==> src/hw/rtl/lvct_pkg.sv <==
// ----------------------------------------------------------------------------
// lvct_pkg
// Shared types, constants and defaults for the line voxel cell tracer.
// ----------------------------------------------------------------------------
package lvct_pkg;

  localparam int COORD_W    = 13;
  localparam int CELL_W     = 4;
  localparam int POS_FRAC   = 23;
  localparam int DIR_W      = 16;
  localparam int DIR_ONE    = 16384;
  localparam int SUM_W      = 2 * COORD_W + 2;
  localparam int SQ_W       = 45;
  localparam int LEN_W      = 23;
  localparam int QUO_W      = 15;
  localparam int DIV_PRE    = 22 - QUO_W;
  localparam int SQRT_STEPS = 22;
  localparam int DIV_STEPS  = QUO_W;
  localparam int CNT_W      = 5;

  localparam int NUM_CELLS_DEF   = 16;
  localparam int BOX_SIZE_Q8_DEF = 256;
  localparam int FRAC_BITS_DEF   = 8;

  typedef enum logic [3:0] {
    ST_IDLE,
    ST_SQR,
    ST_SUM,
    ST_CHECK,
    ST_ZERO,
    ST_SQRT,
    ST_DIV_INIT,
    ST_DIV,
    ST_DIV_DONE,
    ST_STEP,
    ST_MARCH
  } lvct_state_e;

  typedef struct packed {
    logic       load;
    logic       square;
    logic       sum;
    logic       sqrt_init;
    logic       sqrt_step;
    logic       div_init;
    logic       div_step;
    logic       div_done;
    logic [1:0] axis;
    logic       step_calc;
    logic       march;
    logic       emit_zero;
  } lvct_cmd_t;

  typedef struct packed {
    logic sum_zero;
    logic out_free;
    logic in_bounds;
  } lvct_status_t;

endpackage

==> src/hw/rtl/lvct_if.sv <==
// ----------------------------------------------------------------------------
// lvct_if
// Valid/ready channels for segments in and cells out.
// ----------------------------------------------------------------------------
interface lvct_in_if;
  logic                         valid;
  logic                         ready;
  logic [lvct_pkg::COORD_W-1:0] start_x;
  logic [lvct_pkg::COORD_W-1:0] start_y;
  logic [lvct_pkg::COORD_W-1:0] start_z;
  logic [lvct_pkg::COORD_W-1:0] end_x;
  logic [lvct_pkg::COORD_W-1:0] end_y;
  logic [lvct_pkg::COORD_W-1:0] end_z;

  modport source (output valid, start_x, start_y, start_z, end_x, end_y, end_z,
                  input ready);
  modport sink (input valid, start_x, start_y, start_z, end_x, end_y, end_z,
                output ready);
endinterface

interface lvct_out_if;
  logic                        valid;
  logic                        ready;
  logic [lvct_pkg::CELL_W-1:0] cell_x;
  logic [lvct_pkg::CELL_W-1:0] cell_y;
  logic [lvct_pkg::CELL_W-1:0] cell_z;
  logic                        last_cell;
  logic                        no_cells;

  modport source (output valid, cell_x, cell_y, cell_z, last_cell, no_cells,
                  input ready);
  modport sink (input valid, cell_x, cell_y, cell_z, last_cell, no_cells,
                output ready);
endinterface

==> src/hw/rtl/lvct_ctrl.sv <==
// ----------------------------------------------------------------------------
// lvct_ctrl
// Sequencer: squares, square root, three divisions, then the march, or a zero result for a null segment.
// ----------------------------------------------------------------------------
module lvct_ctrl (
  input  logic                   clk_i,
  input  logic                   rst_ni,
  input  logic                   in_valid_i,
  output logic                   in_ready_o,
  input  lvct_pkg::lvct_status_t status_i,
  output lvct_pkg::lvct_cmd_t    cmd_o
);
  import lvct_pkg::*;

  lvct_state_e      state_q, state_d;
  logic [CNT_W-1:0] cnt_q, cnt_d;
  logic [1:0]       axis_q, axis_d;

  always_ff @(posedge clk_i or negedge rst_ni) begin
    if (!rst_ni) begin
      state_q <= ST_IDLE;
      cnt_q   <= '0;
      axis_q  <= '0;
    end else begin
      state_q <= state_d;
      cnt_q   <= cnt_d;
      axis_q  <= axis_d;
    end
  end

  always_comb begin
    state_d    = state_q;
    cnt_d      = cnt_q;
    axis_d     = axis_q;
    cmd_o      = '0;
    cmd_o.axis = axis_q;
    in_ready_o = 1'b0;
    case (state_q)
      ST_IDLE: begin
        in_ready_o = 1'b1;
        if (in_valid_i) begin
          cmd_o.load = 1'b1;
          state_d    = ST_SQR;
        end
      end
      ST_SQR: begin
        cmd_o.square = 1'b1;
        state_d      = ST_SUM;
      end
      ST_SUM: begin
        cmd_o.sum = 1'b1;
        state_d   = ST_CHECK;
      end
      ST_CHECK: begin
        if (status_i.sum_zero) begin
          state_d = ST_ZERO;
        end else begin
          cmd_o.sqrt_init = 1'b1;
          cnt_d           = '0;
          state_d         = ST_SQRT;
        end
      end
      ST_ZERO: begin
        if (status_i.out_free) begin
          cmd_o.emit_zero = 1'b1;
          state_d         = ST_IDLE;
        end
      end
      ST_SQRT: begin
        cmd_o.sqrt_step = 1'b1;
        cnt_d           = cnt_q + 1'b1;
        if (cnt_q == CNT_W'(SQRT_STEPS - 1)) begin
          axis_d  = '0;
          state_d = ST_DIV_INIT;
        end
      end
      ST_DIV_INIT: begin
        cmd_o.div_init = 1'b1;
        cnt_d          = '0;
        state_d        = ST_DIV;
      end
      ST_DIV: begin
        cmd_o.div_step = 1'b1;
        cnt_d          = cnt_q + 1'b1;
        if (cnt_q == CNT_W'(DIV_STEPS - 1)) begin
          state_d = ST_DIV_DONE;
        end
      end
      ST_DIV_DONE: begin
        cmd_o.div_done = 1'b1;
        if (axis_q == 2'd2) begin
          state_d = ST_STEP;
        end else begin
          axis_d  = axis_q + 1'b1;
          state_d = ST_DIV_INIT;
        end
      end
      ST_STEP: begin
        cmd_o.step_calc = 1'b1;
        state_d         = ST_MARCH;
      end
      ST_MARCH: begin
        if (status_i.out_free) begin
          cmd_o.march = 1'b1;
          if (!status_i.in_bounds) begin
            state_d = ST_IDLE;
          end
        end
      end
      default: begin
        state_d = ST_IDLE;
      end
    endcase
  end

endmodule

==> src/hw/rtl/lvct_dp.sv <==
// ----------------------------------------------------------------------------
// lvct_dp
// Datapath: differences, bit-serial square root and division, march
// position registers, pending cell and the output register.
// ----------------------------------------------------------------------------
module lvct_dp #(
  parameter int NUM_CELLS   = lvct_pkg::NUM_CELLS_DEF,
  parameter int BOX_SIZE_Q8 = lvct_pkg::BOX_SIZE_Q8_DEF,
  parameter int FRAC_BITS   = lvct_pkg::FRAC_BITS_DEF
) (
  input  logic                                 clk_i,
  input  logic                                 rst_ni,
  input  lvct_pkg::lvct_cmd_t                  cmd_i,
  output lvct_pkg::lvct_status_t               status_o,
  input  logic [2:0][lvct_pkg::COORD_W-1:0]    start_i,
  input  logic [2:0][lvct_pkg::COORD_W-1:0]    end_i,
  input  logic                                 out_ready_i,
  output logic                                 out_valid_o,
  output logic [2:0][lvct_pkg::CELL_W-1:0]     cell_o,
  output logic                                 last_o,
  output logic                                 no_cells_o
);
  import lvct_pkg::*;

  localparam int SHIFT = POS_FRAC - FRAC_BITS;
  localparam int RAW_W = COORD_W + SHIFT;
  localparam int POS_W = ((RAW_W > 25) ? RAW_W : 25) + 2;

  logic [COORD_W-1:0]         mag_q [3];
  logic                       neg_q [3];
  logic [2*COORD_W-1:0]       sq_q [3];
  logic [SUM_W-1:0]           sum_q;
  logic [SQ_W-1:0]            v_q, root_q, bit_q;
  logic [LEN_W:0]             rem_q;
  logic [QUO_W-1:0]           quo_q;
  logic signed [DIR_W-1:0]    u_q [3];
  logic signed [POS_W-1:0]    step_q [3];
  logic signed [POS_W-1:0]    start_q [3];
  logic signed [POS_W-1:0]    lo_q [3];
  logic signed [POS_W-1:0]    hi_q [3];
  logic signed [POS_W-1:0]    pos_q [3];
  logic [2:0][CELL_W-1:0]     pend_q;
  logic                       pend_v_q;
  logic                       out_v_q;
  logic [2:0][CELL_W-1:0]     out_cell_q;
  logic                       out_last_q, out_none_q;

  logic [SQ_W-1:0]            sq_t;
  logic                       sq_ge;
  logic [LEN_W:0]             len_ext, rem_sh;
  logic                       div_ge;
  logic [QUO_W-1:0]           quo_sat;
  logic [2:0][CELL_W-1:0]     cell_now;
  logic                       in_b, changed, load_out;

  assign sq_t    = root_q + bit_q;
  assign sq_ge   = v_q >= sq_t;
  assign len_ext = (LEN_W + 1)'(root_q[LEN_W-1:0]);
  assign rem_sh  = {rem_q[LEN_W-1:0], 1'b0};
  assign div_ge  = rem_sh >= len_ext;
  assign quo_sat = (quo_q > QUO_W'(DIR_ONE)) ? QUO_W'(DIR_ONE) : quo_q;

  always_comb begin
    logic [31:0] cfull;
    in_b     = 1'b1;
    cell_now = '0;
    for (int k = 0; k < 3; k++) begin
      if (pos_q[k] < lo_q[k] || pos_q[k] > hi_q[k]) in_b = 1'b0;
      cfull = 32'(pos_q[k][POS_W-1:POS_FRAC]);
      if (cfull > 32'(NUM_CELLS - 1)) cfull = 32'(NUM_CELLS - 1);
      cell_now[k] = cfull[CELL_W-1:0];
    end
  end

  assign changed  = !pend_v_q || (cell_now != pend_q);
  assign load_out = cmd_i.emit_zero || (cmd_i.march && (!in_b || (changed && pend_v_q)));

  assign status_o.sum_zero  = (sum_q == '0);
  assign status_o.out_free  = !out_v_q || out_ready_i;
  assign status_o.in_bounds = in_b;

  // arithmetic and position registers
  always_ff @(posedge clk_i) begin
    logic [POS_W-1:0] sp, ep;
    if (cmd_i.load) begin
      for (int k = 0; k < 3; k++) begin
        sp = POS_W'(start_i[k]) << SHIFT;
        ep = POS_W'(end_i[k]) << SHIFT;
        start_q[k] <= $signed(sp);
        lo_q[k]    <= (sp < ep) ? $signed(sp) : $signed(ep);
        hi_q[k]    <= (sp < ep) ? $signed(ep) : $signed(sp);
        neg_q[k]   <= end_i[k] < start_i[k];
        mag_q[k]   <= (end_i[k] < start_i[k]) ? start_i[k] - end_i[k]
                                              : end_i[k] - start_i[k];
      end
    end
    if (cmd_i.square) begin
      for (int k = 0; k < 3; k++) begin
        sq_q[k] <= (2*COORD_W)'(mag_q[k]) * (2*COORD_W)'(mag_q[k]);
      end
    end
    if (cmd_i.sum) begin
      sum_q <= SUM_W'(sq_q[0]) + SUM_W'(sq_q[1]) + SUM_W'(sq_q[2]);
    end
    if (cmd_i.sqrt_init) begin
      v_q    <= SQ_W'(sum_q) << 16;
      root_q <= '0;
      bit_q  <= SQ_W'(1) << (2 * (SQRT_STEPS - 1));
    end
    if (cmd_i.sqrt_step) begin
      if (sq_ge) begin
        v_q    <= v_q - sq_t;
        root_q <= (root_q >> 1) + bit_q;
      end else begin
        root_q <= root_q >> 1;
      end
      bit_q <= bit_q >> 2;
    end
    if (cmd_i.div_init) begin
      rem_q <= (LEN_W + 1)'(mag_q[cmd_i.axis]) << DIV_PRE;
      quo_q <= '0;
    end
    if (cmd_i.div_step) begin
      rem_q <= div_ge ? rem_sh - len_ext : rem_sh;
      quo_q <= {quo_q[QUO_W-2:0], div_ge};
    end
    if (cmd_i.div_done) begin
      u_q[cmd_i.axis] <= neg_q[cmd_i.axis] ? -$signed(DIR_W'(quo_sat))
                                           : $signed(DIR_W'(quo_sat));
    end
    if (cmd_i.step_calc) begin
      for (int k = 0; k < 3; k++) begin
        step_q[k] <= $signed(POS_W'(u_q[k])) * $signed(POS_W'(BOX_SIZE_Q8));
        pos_q[k]  <= start_q[k];
      end
    end
    if (cmd_i.march && in_b) begin
      for (int k = 0; k < 3; k++) begin
        pos_q[k] <= pos_q[k] + step_q[k];
      end
      if (changed) pend_q <= cell_now;
    end
    if (load_out) begin
      out_cell_q <= cmd_i.emit_zero ? '0 : pend_q;
      out_last_q <= cmd_i.emit_zero || !in_b;
      out_none_q <= cmd_i.emit_zero;
    end
  end

  always_ff @(posedge clk_i or negedge rst_ni) begin
    if (!rst_ni) begin
      pend_v_q <= 1'b0;
      out_v_q  <= 1'b0;
    end else begin
      if (cmd_i.step_calc) begin
        pend_v_q <= 1'b0;
      end else if (cmd_i.march && in_b) begin
        pend_v_q <= 1'b1;
      end
      if (load_out) begin
        out_v_q <= 1'b1;
      end else if (out_ready_i) begin
        out_v_q <= 1'b0;
      end
    end
  end

  assign out_valid_o = out_v_q;
  assign cell_o      = out_cell_q;
  assign last_o      = out_last_q;
  assign no_cells_o  = out_none_q;

endmodule

==> src/hw/rtl/line_voxel_cell_tracer.sv <==
// ----------------------------------------------------------------------------
// line_voxel_cell_tracer
// Lists the grid cells that a line segment passes through, in walk order.
// ----------------------------------------------------------------------------
// One segment is taken at a time. The differences are formed on the accepting
// edge; after that the block forms the squares and their sum, does the zero
// check, runs the bit-serial square root and then, axis by axis, the shared
// restoring divider, and sets up the step. It then marches one half-box step
// per cycle until the walk leaves the segment bounds; the march step that
// finds the walk outside delivers the final cell. Cycles where the output
// register is still full stall the march. A zero-length segment skips the
// root and the divisions and puts its one result out from the zero state.
module line_voxel_cell_tracer #(
  parameter int NUM_CELLS   = lvct_pkg::NUM_CELLS_DEF,
  parameter int BOX_SIZE_Q8 = lvct_pkg::BOX_SIZE_Q8_DEF,
  parameter int FRAC_BITS   = lvct_pkg::FRAC_BITS_DEF
) (
  input  logic        clk_i,
  input  logic        rst_ni,
  lvct_in_if.sink     in_i,
  lvct_out_if.source  out_o
);
  import lvct_pkg::*;

  lvct_cmd_t              cmd;
  lvct_status_t           status;
  logic [2:0][COORD_W-1:0] start_v, end_v;
  logic [2:0][CELL_W-1:0]  cell_v;

  assign start_v = {in_i.start_z, in_i.start_y, in_i.start_x};
  assign end_v   = {in_i.end_z, in_i.end_y, in_i.end_x};

  lvct_ctrl u_ctrl (
    .clk_i      (clk_i),
    .rst_ni     (rst_ni),
    .in_valid_i (in_i.valid),
    .in_ready_o (in_i.ready),
    .status_i   (status),
    .cmd_o      (cmd)
  );

  lvct_dp #(
    .NUM_CELLS   (NUM_CELLS),
    .BOX_SIZE_Q8 (BOX_SIZE_Q8),
    .FRAC_BITS   (FRAC_BITS)
  ) u_dp (
    .clk_i       (clk_i),
    .rst_ni      (rst_ni),
    .cmd_i       (cmd),
    .status_o    (status),
    .start_i     (start_v),
    .end_i       (end_v),
    .out_ready_i (out_o.ready),
    .out_valid_o (out_o.valid),
    .cell_o      (cell_v),
    .last_o      (out_o.last_cell),
    .no_cells_o  (out_o.no_cells)
  );

  assign out_o.cell_x = cell_v[0];
  assign out_o.cell_y = cell_v[1];
  assign out_o.cell_z = cell_v[2];

  // a zero-length result is the only one and carries a zero cell
  a_no_cells_form: assert property (@(posedge clk_i) disable iff (!rst_ni)
    out_o.valid && out_o.no_cells |->
      out_o.last_cell && out_o.cell_x == '0 && out_o.cell_y == '0 &&
      out_o.cell_z == '0)
    else $error("no_cells result malformed");

  // a transfer in starts work, so the input side closes next cycle
  a_busy_after_accept: assert property (@(posedge clk_i) disable iff (!rst_ni)
    in_i.valid && in_i.ready |=> !in_i.ready)
    else $error("input taken while busy");

  // the output register is never overwritten while it holds an untaken cell
  a_no_overwrite: assert property (@(posedge clk_i) disable iff (!rst_ni)
    (cmd.march || cmd.emit_zero) |-> (!out_o.valid || out_o.ready))
    else $error("output register overwritten");

endmodule

==> src/flat_wrapper.sv <==
// flat-port wrapper written by rule: the top's interface ports become plain ports
module line_voxel_cell_tracer_flat import lvct_pkg::*;
#(
  parameter int NUM_CELLS   = lvct_pkg::NUM_CELLS_DEF,
  parameter int BOX_SIZE_Q8 = lvct_pkg::BOX_SIZE_Q8_DEF,
  parameter int FRAC_BITS   = lvct_pkg::FRAC_BITS_DEF
)
  (clk_i, rst_ni, in_i_valid, in_i_start_x, in_i_start_y, in_i_start_z, in_i_end_x, in_i_end_y, in_i_end_z, in_i_ready, out_o_valid, out_o_cell_x, out_o_cell_y, out_o_cell_z, out_o_last_cell, out_o_no_cells, out_o_ready);
  lvct_in_if in_i_i ();
  lvct_out_if out_o_i ();
  input  logic clk_i;
  input  logic rst_ni;
  input wire logic [$bits(in_i_i.valid)-1:0] in_i_valid;
  input wire logic [$bits(in_i_i.start_x)-1:0] in_i_start_x;
  input wire logic [$bits(in_i_i.start_y)-1:0] in_i_start_y;
  input wire logic [$bits(in_i_i.start_z)-1:0] in_i_start_z;
  input wire logic [$bits(in_i_i.end_x)-1:0] in_i_end_x;
  input wire logic [$bits(in_i_i.end_y)-1:0] in_i_end_y;
  input wire logic [$bits(in_i_i.end_z)-1:0] in_i_end_z;
  output wire logic [$bits(in_i_i.ready)-1:0] in_i_ready;
  output wire logic [$bits(out_o_i.valid)-1:0] out_o_valid;
  output wire logic [$bits(out_o_i.cell_x)-1:0] out_o_cell_x;
  output wire logic [$bits(out_o_i.cell_y)-1:0] out_o_cell_y;
  output wire logic [$bits(out_o_i.cell_z)-1:0] out_o_cell_z;
  output wire logic [$bits(out_o_i.last_cell)-1:0] out_o_last_cell;
  output wire logic [$bits(out_o_i.no_cells)-1:0] out_o_no_cells;
  input wire logic [$bits(out_o_i.ready)-1:0] out_o_ready;
  assign in_i_i.valid = in_i_valid;
  assign in_i_i.start_x = in_i_start_x;
  assign in_i_i.start_y = in_i_start_y;
  assign in_i_i.start_z = in_i_start_z;
  assign in_i_i.end_x = in_i_end_x;
  assign in_i_i.end_y = in_i_end_y;
  assign in_i_i.end_z = in_i_end_z;
  assign in_i_ready = in_i_i.ready;
  assign out_o_valid = out_o_i.valid;
  assign out_o_cell_x = out_o_i.cell_x;
  assign out_o_cell_y = out_o_i.cell_y;
  assign out_o_cell_z = out_o_i.cell_z;
  assign out_o_last_cell = out_o_i.last_cell;
  assign out_o_no_cells = out_o_i.no_cells;
  assign out_o_i.ready = out_o_ready;
  line_voxel_cell_tracer #(.NUM_CELLS(NUM_CELLS), .BOX_SIZE_Q8(BOX_SIZE_Q8), .FRAC_BITS(FRAC_BITS)) u_core (.clk_i(clk_i), .rst_ni(rst_ni), .in_i(in_i_i), .out_o(out_o_i));
endmodule
==> config.mk <==
export PLATFORM = sky130hd
export DESIGN_NAME = line_voxel_cell_tracer_flat
export DESIGN_NICKNAME = d
export VERILOG_FILES = /design/src/hw/rtl/lvct_pkg.sv /design/src/hw/rtl/lvct_if.sv /design/src/hw/rtl/lvct_ctrl.sv /design/src/hw/rtl/lvct_dp.sv /design/src/hw/rtl/line_voxel_cell_tracer.sv /design/src/flat_wrapper.sv
export SDC_FILE = /design/constraint.sdc
export NUM_CORES = 2
export LEC_CHECK = 0
export BUFFER_PORTS_ARGS = -buffer_cell sky130_fd_sc_hd__buf_4
export CORE_ASPECT_RATIO = 1.25
export CORE_UTILIZATION = 45
export DETAILED_ROUTE_END_ITERATION = 10
export MAX_ROUTING_LAYER = met4
export PLACE_DENSITY = 0.7
export SYNTH_ARGS = -nofsm -noshare
export SYNTH_HDL_FRONTEND = slang
export SYNTH_SLANG_ARGS = --single-unit
==> constraint.sdc <==
create_clock -name clk_i -period 8 [get_ports clk_i]
set_input_delay 0 -clock clk_i [delete_from_list [all_inputs] [get_ports clk_i]]
set_output_delay 0 -clock clk_i [all_outputs]
set_load 0.005 [all_outputs]
==> results by stage <==
Worst setup path:
- The critical path start-end classification is register to register.
- At the worst endpoint, the required time is between 8 and 9 ns.
- The setup slack of the worst register-to-register path is between 1 and 1.5 ns.
- In this run the critical register-to-register path is captured at u_core.u_dp.root_q[43].
- STA classifies the critical path endpoint as a register.
- STA puts the critical path data arrival time at 7.10 ns.
- The biggest fanout along the worst timing path is 24.
- The worst setup path is launched from a register.
- The number of cells on the worst reg-to-reg path is 21.
- The launching point of the worst reg2reg path is u_core.u_dp.root_q[4].

Clock tree:
- TritonCTS built the clock tree.
- The count of clock tree sinks is just over 600.
- In this run the number of H-tree levels came out at 3.
- Post-CTS repair changed the size of 0 cells.
- The total clock buffers created by CTS is just over 70.
- The clock latency on the worst-skew pair is 0.67 ns.
- The maximum count of clock buffers along a single path is 3.
- The clock transition time at the flip-flop clock pins of the worst setup and hold paths is 0.06 ns.
- The clock root buffer is clkbuf_16.

Worst hold path:
- The worst hold path terminates at u_core.u_dp.start_q[0][22].
- The kind of path behind the tightest hold check is input pin to register.
- The launch instance of the worst min-delay path is in_i_start_y[9].
- Counting instances, the worst hold path has a depth of 2.

Route:
- In the routed design, unresolved DRC markers number 0.
- After detailed routing, the average wire length per cell comes to 18.8 um.
- The total number of vias is ~40,000.
- The number of DRC markers after the initial detailed-route iteration is ~2,600.
- The post-detailed-route count of antenna-violating nets is 0.
- In the routed layout, each cell is associated on average with a via count of roughly 5.5.
- The routed wire length is approximately 140 mm.
- The detailed-routing iteration count for the pre-antenna-repair pass is 8.

Floorplanning:
- In this run the core area contains 140 standard-cell rows.
- The die is roughly 310 um wide.
- The area of the die is ~120,000 um2.
- The die height is 387 um.
- The count of boundary I/O pins is 98.
- The effective utilization at floorplan is a little under half.
- The placeable core area is 117,000 um2.

Yosys:
- Yosys attributes the largest share of cell area to edfxtp_1 31%, ha_1 13%, fa_1 12%.
- Among all flip-flop cells after synthesis, the most frequent one is edfxtp_1.
- The total number of yosys warnings is 0.
- Synthesis produced ~5,500 cells.
- The share of the synthesized netlist area taken by xor and xnor gates is 5.68%.
- The share of the yosys chip area belonging to registers is about 34%.
- The distinct cell type count after synthesis is 85.
- The portion of netlist area occupied by mux cells is 2.53%.
- The synthesized design contains 555 enable-type register cells.
- The area share of and/or/nand/nor cells after synthesis is about 13%.
- The adder-cell share of the synthesized area is 25.5%.
- After synthesis, the largest family of logic cells by area is adder cells.
- The average instance area after synthesis is between 9 and 10 um2.
- The async set-or-reset flop fraction in the synthesized netlist is under 10%.
- The summed instance area of the synthesized netlist is about 53,000 um2.
- Summed over all instances, the cell type with the most area after synthesis is edfxtp_1.
- The fraction of the mapped netlist area in compound gates is 12.8%.
- The area share of the largest cell type after synthesis is 31.3%.
- The synthesized design contains a little over 600 register bits.

Finish:
- The share of layout cells above drive strength 1 is under 10%.
- After routing the design area is approximately 59,000 um2.
- The core occupancy in the finished layout is approximately 50%.
- At the end of the flow, the number of nets in the layout was around 6,600.
- From synthesis to final layout, the design area changed by 10.5%.
- The layout has between 10,000 and 15,000 filler cells.

Timing:
- Setup slack on the critical path of the routed design comes to 1.38 ns.
- The upper clock frequency limit is approximately 0.15 GHz.
- After routing, the total negative slack on setup checks comes to 0 ns.
- Headroom to the max-slew limit came out at a little under a quarter.
- On the final layout, the worst clock skew is around 0.049 ns.
- The post-route fraction of the period consumed by the critical path is between 80 and 90%.
- The measured slew at the worst slew-check pin is 1.16 ns.
- The hold violation total from the final report is 0.
- The number of setup violations in the final report is 0.
- The number of max-slew violations in the final report was 0.
- The final critical-path required period is between 6 and 7 ns.
- Setup repair after global routing left no endpoint under its margin.

GRT:
- The number of global-route vias before repair is about 40,000.
- The overall routing resource usage is approximately a quarter.
- The global-route wire length before repair is ~220 mm.
- The maximum number of pins on one net before global-route repair is 84.
- The total congestion overflow after global routing is 0.
- The number of antenna violations at the first check in global routing is 2.

Placed design:
- Timing analysis after detailed placement gives a worst setup slack of 1.48 ns.
- After detailed placement, the total cell area comes to approximately 56,000 um2.
- At the end of routability-driven placement, the weighted congestion stood at 0.921.
- Summed over all nets, the half-perimeter wirelength after detailed placement is around 100 mm.
- The number of buffers inserted by port buffering is a little under 100.

Run status:
- The flow ran to the end, and the final reports show no timing, DRC or antenna violations.

Flow run:
- The tool flagged a number of max-cap violations equal to 0.
## worst max path at each step
stage | startpoint | end | slack (ns) | cells past startpoint
after floorplan | u_core.u_ctrl.state_q[3] | u_core.u_dp.sq_q[0][0] | 1.68 | 2
after global placement | u_core.u_dp.root_q[0] | u_core.u_dp.root_q[43] | 1.56 | 23
after detailed placement | u_core.u_dp.root_q[2] | u_core.u_dp.root_q[43] | 1.48 | 22
after CTS | u_core.u_dp.root_q[2] | u_core.u_dp.root_q[43] | 1.46 | 22
after global routing | u_core.u_dp.root_q[0] | u_core.u_dp.root_q[43] | 0.93 | 22
final | u_core.u_dp.root_q[4] | u_core.u_dp.root_q[43] | 1.38 | 21
## critical path, cell delays in order, from the launching register on
cell	delay, ns
edfxtp_1	0.47
ha_1	0.41
nand4_1	0.11
o21ai_0	0.39
a311o_1	0.29
a21oi_1	0.10
nor4_1	0.48
o31ai_1	0.19
a31oi_1	0.44
o21ai_0	0.16
xor2_1	0.18
ha_1	0.38
and3_1	0.27
nand4_1	0.16
nor4_1	0.24
nand2_1	0.11
o31ai_2	0.44
a41o_1	0.21
o31ai_4	0.25
or2_1	0.56
or3_1	0.45
a21oi_1	0.15
## area by class of cell
cell class	count	area [um2]	share of cell area, %
Tap cell	1562	1950	3.32
Timing Repair Buffer	209	1770	3.02
Multi-Input combinational cell	3877	31800	54.0
Clock buffer	85	1850	3.14
Inverter	820	3080	5.23
Clock inverter	45	517	0.878
Antenna cell	2	5.00	0.00851
Sequential cell	613	17900	30.4
## cell usage after synthesis, types with 70 or more instances
master    instances
inv_1           819
ha_1            563
edfxtp_1        555
nand2_1         453
fa_1            325
nor2_1          302
o21ai_0         285
a21oi_1         268
xnor2_1         222
and2_1          129
clkbuf_1        123
xor2_1          123
a21o_1          117
mux2i_1         102
nand3_1          95
nor3_1           95
a31oi_1          81
nor2b_1          70
## metal layers
| layer | wire length, um | global-route usage (%) |
|---|---|---|
| met1 | 55700 | 28.3 |
| met5 | 0 | - |
| met3 | 6110 | 2.48 |
| met4 | 5230 | 9.06 |
| met2 | 68700 | 40.3 |
## through the flow
step                      instances  hold slack [ns]
after floorplan                5461           -0.296
after global placement         6999           -0.127
after detailed placement       6999           -0.120
after CTS                      7211           0.0342
after global routing           7213           0.0722
final                          7213           0.0871
## cells in the final DEF, fill, tap and decap left out, drive strengths merged, types with 24 or more instances in the layout
cell type    count
ha             563
nor4            29
a21oi          268
xnor2          222
o21bai          43
mux2i          102
mux2            29
clkbuf          85
nor2b           70
o31ai           29
fa             325
a21o           117
clkinv          27
and2           130
o21a            41
o21ai          301
nand3           96
edfxtp         555
nand2          453
a31oi           82
dlygate4sd3     82
a211oi          46
nand2b          49
xor2           123
or2             24
nor2           302
or3             28
buf            127
and3            68
nand4           46
inv            827
dfxtp           45
nor3            95
o211ai          27
## flip-flops by register name, indices dropped and copies added, names as in the netlist, 2 cells and up
register and count:
u_core.u_dp.neg_q 3, u_core.u_ctrl.state_q 4, u_core.u_dp.cell_o 12, u_core.u_dp.start_q 39, u_core.u_dp.lo_q 39, u_core.u_dp.rem_q 23, u_core.u_dp.hi_q 39, u_core.u_dp.root_q 45
u_core.u_ctrl.cnt_q 5, u_core.u_dp.v_q 45, u_core.u_dp.step_q 48, u_core.u_dp.quo_q 15, u_core.u_dp.pend_q 12, u_core.u_dp.pos_q 66, u_core.u_dp.mag_q 39, u_core.u_dp.u_q 48
u_core.u_dp.sq_q 75, u_core.u_dp.sum_q 28, u_core.u_ctrl.axis_q 2, u_core.u_dp.bit_q 22
## kinds of logic (layout without fill, tap and decap cells)
family	count (synthesis)	in the layout
AOI/OAI and AO/OA	1084	1084
xor gates and xnor gates	345	345
adders and majority gates	888	888
buffers and inverters	971	1159
DFF	613	613
muxes	131	131
other	1	5
and+or+nand+nor	1426	1426
## repair_timing
action                    in CTS  in global routing
hold buffers                  82                  0
setup buffers                  0                  0
hold endpoints to repair     157                  0
Power is left out: the tool's default activity adds up to more than one toggle a clock period on the data nets, which glitch-free logic cannot reach.
